==> src/design/pcat_ram.sv <==
// generic single write port ram with registered read
module pcat_ram #(
  parameter int WIDTH = 8,
  parameter int DEPTH = 16,
  parameter int AW = (DEPTH > 1) ? $clog2(DEPTH) : 1
) (
  input  logic             clk,
  input  logic             we,
  input  logic [AW-1:0]    waddr,
  input  logic [WIDTH-1:0] wdata,
  input  logic [AW-1:0]    raddr,
  output logic [WIDTH-1:0] rdata
);

  logic [WIDTH-1:0] mem [DEPTH];

  always_ff @(posedge clk) begin
    if (we) begin
      mem[waddr] <= wdata;
    end
    rdata <= mem[raddr];
  end

endmodule

==> config.mk <==
export PLATFORM = sky130hd
export DESIGN_NAME = pcat_ram
export DESIGN_NICKNAME = d
export VERILOG_FILES = /design/src/design/pcat_ram.sv
export SDC_FILE = /design/constraint.sdc
export NUM_CORES = 1
export LEC_CHECK = 0
export ABC_AREA = 1
export BUFFER_PORTS_ARGS = -buffer_cell sky130_fd_sc_hd__buf_4
export CAP_MARGIN = 20
export CORE_ASPECT_RATIO = 0.7
export CORE_MARGIN = 2
export CORE_UTILIZATION = 50
export DETAILED_ROUTE_END_ITERATION = 10
export GPL_TIMING_DRIVEN = 0
export PLACE_DENSITY = 0.67
export REMOVE_ABC_BUFFERS = 1
export SYNTH_ARGS = -nofsm -noshare
export SYNTH_HDL_FRONTEND = slang
export SYNTH_SLANG_ARGS = --single-unit
==> constraint.sdc <==
create_clock -name clk -period 1.54 [get_ports clk]
set_input_delay 0.308 -clock clk [delete_from_list [all_inputs] [get_ports clk]]
set_output_delay 0.308 -clock clk [all_outputs]
set_load 0.005 [all_outputs]
; Word-level counts from Yosys, hierarchy flattened
; Memory sizes are Yosys's and may differ from the RTL's. A register that Yosys moved wholly into a read port is not among the register bits.
; Cells that the tools add are included.
[op_classes]
mux = 2
[ops]
columns = operator, n
row1 = $mux 1, 2
[word_totals]
inputBits = 18
ram_bits = 128
out_inout_bits = 8
mem_count = 1
word_cells = 3
register_bits = 0
[memory_table]
columns = name, depth, word_bits, read_ports, rd_ports_with_merged_regs, wr, line
row1 = mem, 16, 8, 1, 1, 1, 15  ; logic [WIDTH-1:0] mem [DEPTH];

; Depth between registers and ports, before layout
; Gate-level depths: netlist (run 1).
[depth]
ltp_word = 2
depth_mapped = 8
mapped_depth_nobuf = 7

; Least setup slack after synthesis (run 1)
; Ideal clock, no wire load.
[synth_timing]
path_kind = input-to-reg
startpoint = input waddr[2]
endpoint = memory mem[10][0] (enable)
setup_slack_ns = 0.281
path_buffers = 0
required_ns = 1.170
stages = 2
t_arrival_ns = 0.889
setup_ns = 0.370
cell_sequence = nand3b_1 -> nor2_1
[synth_lines]
columns = item, line
row1 = from (decl), 9  ; input logic [AW-1:0] waddr,
row2 = to (decl), 15
; Straight into the memory's write port.

==> results of run 1 <==
==> worst max-delay path, cell delays in order <==
cell     delay [ns]
buf_6          0.42
inv_6          0.32
nand2_1        0.14
nand2_1        0.06
nand2_1        0.05
nand3_1        0.13
nand3_1        0.13
nand2_1        0.08
==> kinds of logic (layout without fill, tap and decap cells) <==
family	count (synthesis)	after routing	share of synthesized area, %
flip-flops	136	136	69.4
AND/OR/NAND/NOR	289	289	21.0
buffers and inverters	126	159	9.52
==> per-stage QoR <==
step / std cells / power [mW] / area, µm²
after floorplan: 527 / 4.46 / 5600
after global placement: 705 / 4.72 / 5980
after detailed placement: 705 / 4.74 / 5980
after CTS: 737 / 8.77 / 6590
after global routing: 737 / 9.01 / 6590
final: 737 / 8.74 / 6590
==> final cells by class <==
| cell class | count | area share (%) |
|---|---|---|
| clock buffers | 25 | 7.82 |
| inverters | 102 | 5.88 |
| repair buffers | 25 | 2.90 |
| clock inverters | 7 | 1.37 |
| flip-flops and latches | 136 | 60.7 |
| well taps | 153 | 2.90 |
| multi-input cells | 289 | 18.4 |
==> timing repair <==
| item | 4_1_cts | 5_1_grt |
|---|---|---|
| setup endpoints to repair | 8 | 6 |
| hold buffers | 0 | 0 |
| resized for setup | 2 | 1 |
| pin swaps | 0 | 0 |
==> Yosys cell counts <==
cell      instances  area (µm²)
dfxtp_1           8         160
buf_4             4        30.0
inv_2             2        7.51
nand2_1         173         649
buf_6             6        67.6
buf_2            13        65.1
nor2_1           17        63.8
nand3_1          97         485
edfxtp_1        128        3840
nand3b_1          2        15.0
inv_1           100         375
buf_1             1        3.75
==> state kept, by name, summed over array words and instances, names as in the netlist <==
register,flops
mem,128
rdata,8
==> layer usage <==
layer | vias up | track usage (%) | part of all wire (%)
met1 | 1767 | 30.1 | 46
met2 | 127 | 32.7 | 46
li1 | 1814 | - | -
met3 | 22 | 5.07 | 6.2
met5 | - | 0 | 0
met4 | 0 | 7.97 | 2.0
==> worst max-delay path by stage <==
stage	start	end	cells past startpoint
detailed placement	raddr[0]	rdata[3]	8
global route	raddr[0]	rdata[3]	8
global placement	raddr[0]	rdata[3]	8
floorplan	raddr[0]	rdata[2]	6
CTS	raddr[0]	rdata[3]	8
finish	raddr[0]	rdata[3]	8
==> report_power, final <==
part / internal (mW) / total [mW] / leakage (nW) / switching, mW
logic: 0.154 / 0.504 / 1.31 / 0.350
clock network: 2.63 / 4.08 / 0.295 / 1.45
registers: 4.14 / 4.16 / 1.22 / 0.0207
==> results.json, run 1 <==
{
  "status": "finished clean",
  "num_vias": 3730,
  "clock_latency_ns": 0.42,
  "grt_usage_pct": 21.4,
  "start_util_pct": 51.8,
  "wl_um": 12300,
  "end_kind": "flop",
  "period_share_pct": 90.4,
  "crit_arrival_ns": 1.69,
  "hold_depth": 3,
  "dp_slack_ns": -0.844,
  "die_area_um2": 12400,
  "rr_startpoint": "mem[9][5]",
  "ir_drop_v": 0.00113,
  "finish.utilization_pct": 59.2,
  "cap_violations": 0,
  "antenna_found_initial": 0,
  "grt_pass1_vias": 3461,
  "worst-r2r-setup-slack_ns": 0.43,
  "layout_common_cells": "nand2_1 (173), edfxtp_1 (128), inv_1 (100)",
  "worst_slack_ns": 0.147,
  "power_leakage_nw": 2.83,
  "ctsLongestPathBuffers": 2,
  "clk_pin_slew_ns": 0.06,
  "dp_hpwl_um": 7100,
  "die_w_um": 132,
  "clkSinkCount": 136,
  "tns_ns": 0,
  "hold_viol": 0,
  "ant_nets": 0,
  "synth_area_um2": 5770,
  "critPathKind": "input pin to flop",
  "p_per_area_nw_per_um2": 1330,
  "tightestPinTransition_ns": 0.847,
  "cp-start-kind": "input pin",
  "crit_required_ns": 1.84,
  "layout_commonest_cell": "nand2_1",
  "synth_seq_area_share_pct": 69.4,
  "cts_max_level": 4,
  "yosysWarnings": 0,
  "hold_start": "raddr[3]",
  "whs_ns": 0.198,
  "rr_endpoint": "rdata[5]",
  "portBuffers": 25,
  "hp-class": "input pin to flop",
  "diodes": 0,
  "route.detailed.vias_per_inst": 5.06,
  "rows": 32,
  "finalMaxSlewViolations": 0,
  "overflow": 0,
  "clock_skew_ns": 0.00487,
  "fill_cells": 922,
  "holdPathEnd": "rdata[7]",
  "die_h_um": 93.9,
  "setup_violations": 0,
  "cts_setup_buffers": 0,
  "synth_area_per_cell_um2": 10.5,
  "wl_per_cell_um": 16.7,
  "drtIter0Drc": 345,
  "dr.pass1.iters": 4,
  "coreArea_um2": 11100,
  "nNetsFinal": 589,
  "synth-seq-cells": 136,
  "numCtsBuffers": 17,
  "syn_to_final_growth_pct": 14.3,
  "rsz0062_at_grt": "false",
  "layout-drive-gt1-share_pct": 9.76,
  "register_area_um2": 4000,
  "ys_types": 12,
  "worstRegToRegCells": 6,
  "multi_input_area_um2": 1210,
  "grt_pass1_wl_um": 19000,
  "cts_tree": "built",
  "fmax_mhz": 718,
  "period_minus_slack_ns": 1.39,
  "slew_headroom_pct": 43.4,
  "routabilityCongestion": 0.847,
  "grt_max_degree": 66,
  "ios": 26,
  "clockRootBuffer": "clkbuf_16",
  "worst-path-max-fanout": 65,
  "drc_errors": 0,
  "syn-instance-count": 551
}
No activity file was read; power rests on OpenSTA's default activity.
==> run 2: changes to the inputs <==
--- a/config.mk
+++ b/config.mk
@@ -13,7 +13,7 @@
 export CORE_UTILIZATION = 50
 export DETAILED_ROUTE_END_ITERATION = 10
 export GPL_TIMING_DRIVEN = 0
-export PLACE_DENSITY = 0.67
+export PLACE_DENSITY_LB_ADDON = 0.1
 export REMOVE_ABC_BUFFERS = 1
 export SYNTH_ARGS = -nofsm -noshare
 export SYNTH_HDL_FRONTEND = slang
==> run 2 against run 1 <==
Net effect: via count fell by 2.0%; cell area down 0.47%; combinational power fell by 1%; highest routed layer unchanged; worst setup slack got worse by 0.038 ns; critical path depth shrank 2; maximum frequency is 2.6% lower; register-to-register slack improved by 0.04 ns; critical endpoint unchanged; clock power decreased by 8.1%; final cell count rose by 0.14%; sequential share of layout area is 0.29 points higher; first-iteration DRC count shrank 12%; flip-flop and latch count did not move.
==> results.json, run 2 (synthesis gave the netlist of run 1 again) <==
{
  "largest_reg_flops": 128,
  "grt_pass1_wl_um": 19700,
  "crit_top_cell": "nand3_1",
  "layout-drive-gt1-share_pct": 8.89,
  "cts-resized-gates": 2,
  "cts_max_level": 4,
  "slowest_delay_ns": 0.40,
  "ios": 26,
  "cts_tree": "built",
  "wl_per_cell_um": 16.5,
  "finalMaxSlewViolations": 0,
  "fmax_mhz": 699,
  "drc_errors": 0,
  "hold_viol": 0,
  "rows": 32,
  "worst-path-max-fanout": 33,
  "power_leakage_nw": 2.82,
  "grt_usage_pct": 21.8,
  "tightestPinTransition_ns": 0.984,
  "clkSinkCount": 136,
  "clk_pin_slew_ns": 0.05,
  "portBuffers": 25,
  "drtIter0Drc": 303,
  "clock_power_share_pct": 44.6,
  "route.detailed.vias_per_inst": 4.95,
  "crit_chain": "buf_4 -> inv_2 -> nand3_1 -> nand3_1 -> nand3_1 -> nand2_1",
  "syn_to_final_growth_pct": 13.8,
  "dr.pass1.iters": 5,
  "rsz0062_at_grt": "false",
  "top_register": "mem",
  "clock_latency_ns": 0.41,
  "largestRegisters": "mem: 128 flops, rdata: 8 flops",
  "wl_um": 12200,
  "die_h_um": 93.9,
  "routabilityCongestion": 0.799,
  "die_area_um2": 12400,
  "layout_common_cells": "nand2_1 (173), edfxtp_1 (128), inv_1 (100)",
  "clock_skew_ns": 0.00843,
  "diodes": 0,
  "nNetsFinal": 590,
  "crit_family": "buffers and inverters",
  "slew_headroom_pct": 34.2,
  "p_comb_share_pct": 5.9,
  "numCtsBuffers": 17,
  "cts_setup_buffers": 0,
  "critPathSlowestCell": "inv_2",
  "whs_ns": 0.230,
  "instances_no_fill": 738,
  "ir_drop_v": 0.00116,
  "crit_required_ns": 1.82,
  "setup_violations": 0,
  "end_kind": "flop",
  "grt_pass1_vias": 3572,
  "status": "finished clean",
  "switching_share_pct": 20.5,
  "layout_commonest_cell": "nand2_1",
  "dp_hpwl_um": 7050,
  "start_util_pct": 51.8,
  "internal-power_mw": 6.68,
  "period_share_pct": 92.9,
  "grt_max_degree": 66,
  "cp-start-kind": "input pin",
  "die_w_um": 132,
  "ctsLongestPathBuffers": 2,
  "ctsHoldBuffers": 0,
  "clockRootBuffer": "clkbuf_16",
  "cap_violations": 0,
  "p_per_area_nw_per_um2": 1280,
  "crit_arrival_ns": 1.71,
  "antenna_found_initial": 0,
  "period_minus_slack_ns": 1.43,
  "tns_ns": 0,
  "ant_nets": 0,
  "seqPwrFrac_pct": 49.5,
  "finalPower_mw": 8.41,
  "critPathKind": "input pin to flop",
  "placed_cells": 706,
  "coreArea_um2": 11100,
  "overflow": 0,
  "hp-class": "input pin to flop",
  "switchingPower_mw": 1.73,
  "path_buf_inv": 2,
  "num_vias": 3655
}
-- run 2: layout make-up --
class / count / area, µm²
fillers: 972 / 4570
flip-flops and latches: 136 / 4000
multi-input cells: 289 / 1210
clock buffers: 28 / 507
inverters: 102 / 383
repair buffers: 26 / 220
well taps: 153 / 191
clock inverters: 4 / 43.8
-- run 2: worst paths after layout --
check	startpoint	endpoint	slack [ns]	depth (start not counted)
max	raddr[1]	rdata[3]	0.11	6
min	wdata[3]	mem[2][3]	0.23	1
max reg2reg	mem[1][3]	rdata[3]	0.47	6
min reg2reg	mem[14][4]	rdata[4]	0.66	6
-- run 2: power by group through the flow --
stage	sequential, mW	combinational (mW)	clock (mW)
detailed placement	4.24	0.494	0
global placement	4.23	0.482	0
global route	4.17	0.562	3.97
CTS	4.16	0.498	3.79
finish	4.16	0.498	3.75
floorplan	4.24	0.223	0
-- run 2: metrics by stage --
stage	cell area, µm²	setup slack (ns)	util, %
2_1_floorplan	5600	0.252	-
3_3_place_gp	5980	-0.854	53.7
3_5_place_dp	6000	-0.673	53.9
4_1_cts	6560	0.0684	58.9
5_1_grt	6560	0.0135	59.0
6_report	6560	0.110	59.0
-- run 2: routing by layer --
layer,GRT usage (%),share of wire [%],vias to the layer above
met5,0,0,-
met4,6.36,0.92,0
met3,7.87,7.3,14
met2,33.6,46,112
met1,29.3,45,1712
li1,-,-,1817
==> run 3: changes to the inputs <==
==> constraint.sdc (replaced) <==
create_clock -name clk -period 1.4 [get_ports clk]
set_input_delay 0.28 -clock clk [delete_from_list [all_inputs] [get_ports clk]]
set_output_delay 0.28 -clock clk [all_outputs]
set_load 0.005 [all_outputs]
==> run 3 against run 2 <==
Net effect: worst setup slack got worse by 0.047 ns; total power increased by 10%; first-iteration DRC count is 3.6% lower; largest cell class unchanged; sequential share of layout area down 0.16 points.
==> results.json, run 3 (synthesis gave the netlist of run 1 again) <==
{
  "p_comb_share_pct": 5.9,
  "routabilityCongestion": 0.799,
  "internal-power_mw": 7.35,
  "instances_no_fill": 738,
  "grt_usage_pct": 21.8,
  "wl_per_cell_um": 16.4,
  "layout-drive-gt1-share_pct": 9.74,
  "start_util_pct": 51.8,
  "clk_pin_slew_ns": 0.05,
  "die_area_um2": 12400,
  "grt_pass1_vias": 3575,
  "die_w_um": 132,
  "period_minus_slack_ns": 1.34,
  "coreArea_um2": 11100,
  "drc_errors": 0,
  "hp-class": "input pin to flop",
  "clock_latency_ns": 0.41,
  "switching_share_pct": 20.5,
  "fill_cells": 971,
  "cts_setup_buffers": 0,
  "setup_violations": 0,
  "seqPwrFrac_pct": 49.5,
  "fmax_mhz": 748,
  "wl_um": 12100,
  "largestRegisters": "mem: 128 flops, rdata: 8 flops",
  "cp-start-kind": "input pin",
  "syn_to_final_growth_pct": 14.1,
  "cts_max_level": 4,
  "largest_reg_flops": 128,
  "numCtsBuffers": 17,
  "diodes": 0,
  "ir_drop_v": 0.00127,
  "ios": 26,
  "clkSinkCount": 136,
  "status": "finished clean",
  "clock_power_share_pct": 44.6,
  "crit_required_ns": 1.43,
  "power_leakage_nw": 2.82,
  "portBuffers": 25,
  "antenna_found_initial": 0,
  "route.detailed.vias_per_inst": 4.96,
  "drtIter0Drc": 292,
  "nNetsFinal": 590,
  "cap_violations": 0,
  "ctsHoldBuffers": 0,
  "whs_ns": 0.195,
  "overflow": 0,
  "p_per_area_nw_per_um2": 1410,
  "rows": 32,
  "placed_cells": 706,
  "dp_hpwl_um": 7050,
  "finalMaxSlewViolations": 0,
  "hold_viol": 0,
  "critPathKind": "input pin to flop",
  "worst-path-max-fanout": 8,
  "layout_commonest_cell": "nand2_1",
  "cts_tree": "built",
  "tightestPinTransition_ns": 0.945,
  "clockRootBuffer": "clkbuf_16",
  "dr.pass1.iters": 5,
  "clock_skew_ns": 0.00814,
  "ctsLongestPathBuffers": 2,
  "top_register": "mem",
  "grt_pass1_wl_um": 19700,
  "ant_nets": 0,
  "period_share_pct": 95.5,
  "layout_common_cells": "nand2_1 (173), edfxtp_1 (128), inv_1 (100)",
  "grt_max_degree": 66,
  "slew_headroom_pct": 36.8,
  "crit_arrival_ns": 1.36,
  "end_kind": "flop",
  "die_h_um": 93.9,
  "switchingPower_mw": 1.90,
  "num_vias": 3658
}
==> run 3: power by group through the flow <==
stage               Combinational, mW  Clock [mW]  Sequential [mW]
detailed placement              0.543           0             4.66
CTS                             0.549        4.17             4.58
floorplan                       0.246           0             4.66
global route                    0.622        4.37             4.58
global placement                0.530           0             4.66
finish                          0.550        4.12             4.58
==> run 3: worst max-delay path, cell delays in order <==
cell     delay [ns]
buf_4          0.12
nor2_1         0.11
nand2_1        0.12
nor2_1         0.74
==> run 3: final timing paths <==
check             start         to  slack (ns)  depth (start not counted)
max reg2reg   mem[1][3]   rdata[3]        0.36                          6
max            waddr[2]  mem[1][1]        0.06                          4
min reg2reg  mem[14][4]   rdata[4]        0.66                          6
min            wdata[5]  mem[2][5]        0.19                          1
==> run 3: area by class of cell <==
cell class	instances	area (µm²)	area share, %
clock buffer	28	507	7.70
clock inverter	4	43.8	0.666
inverter	102	388	5.89
multi-input combinational	289	1230	18.6
sequential	136	4000	60.8
tap	153	191	2.91
timing repair buffer	26	220	3.35
==> run 3: metal layers <==
layer	global-route usage (%)	routed length [µm]	share of wire, %
met5	0	0	0
met4	6.36	140	1.2
met3	7.93	1130	9.3
met2	33.6	5520	46
met1	29.3	5320	44
==> run 3: stage by stage <==
step	worst slack (ns)	power (mW)	cell area [µm²]	TNS, ns	util (%)
floorplan	0.140	4.91	5600	0	-
global placement	-0.966	5.19	5980	-42.00	53.7
detailed placement	-0.785	5.20	6000	-42.74	53.9
CTS	0.0141	9.30	6560	0	59.0
global route	-0.00691	9.57	6580	-0.0283	59.1
finish	0.0628	9.25	6580	0	59.1
==> run 3: timing repair <==
action	4_1_cts	5_1_grt
resized for setup	3	9
pin swaps	0	0
setup endpoints to repair	8	36
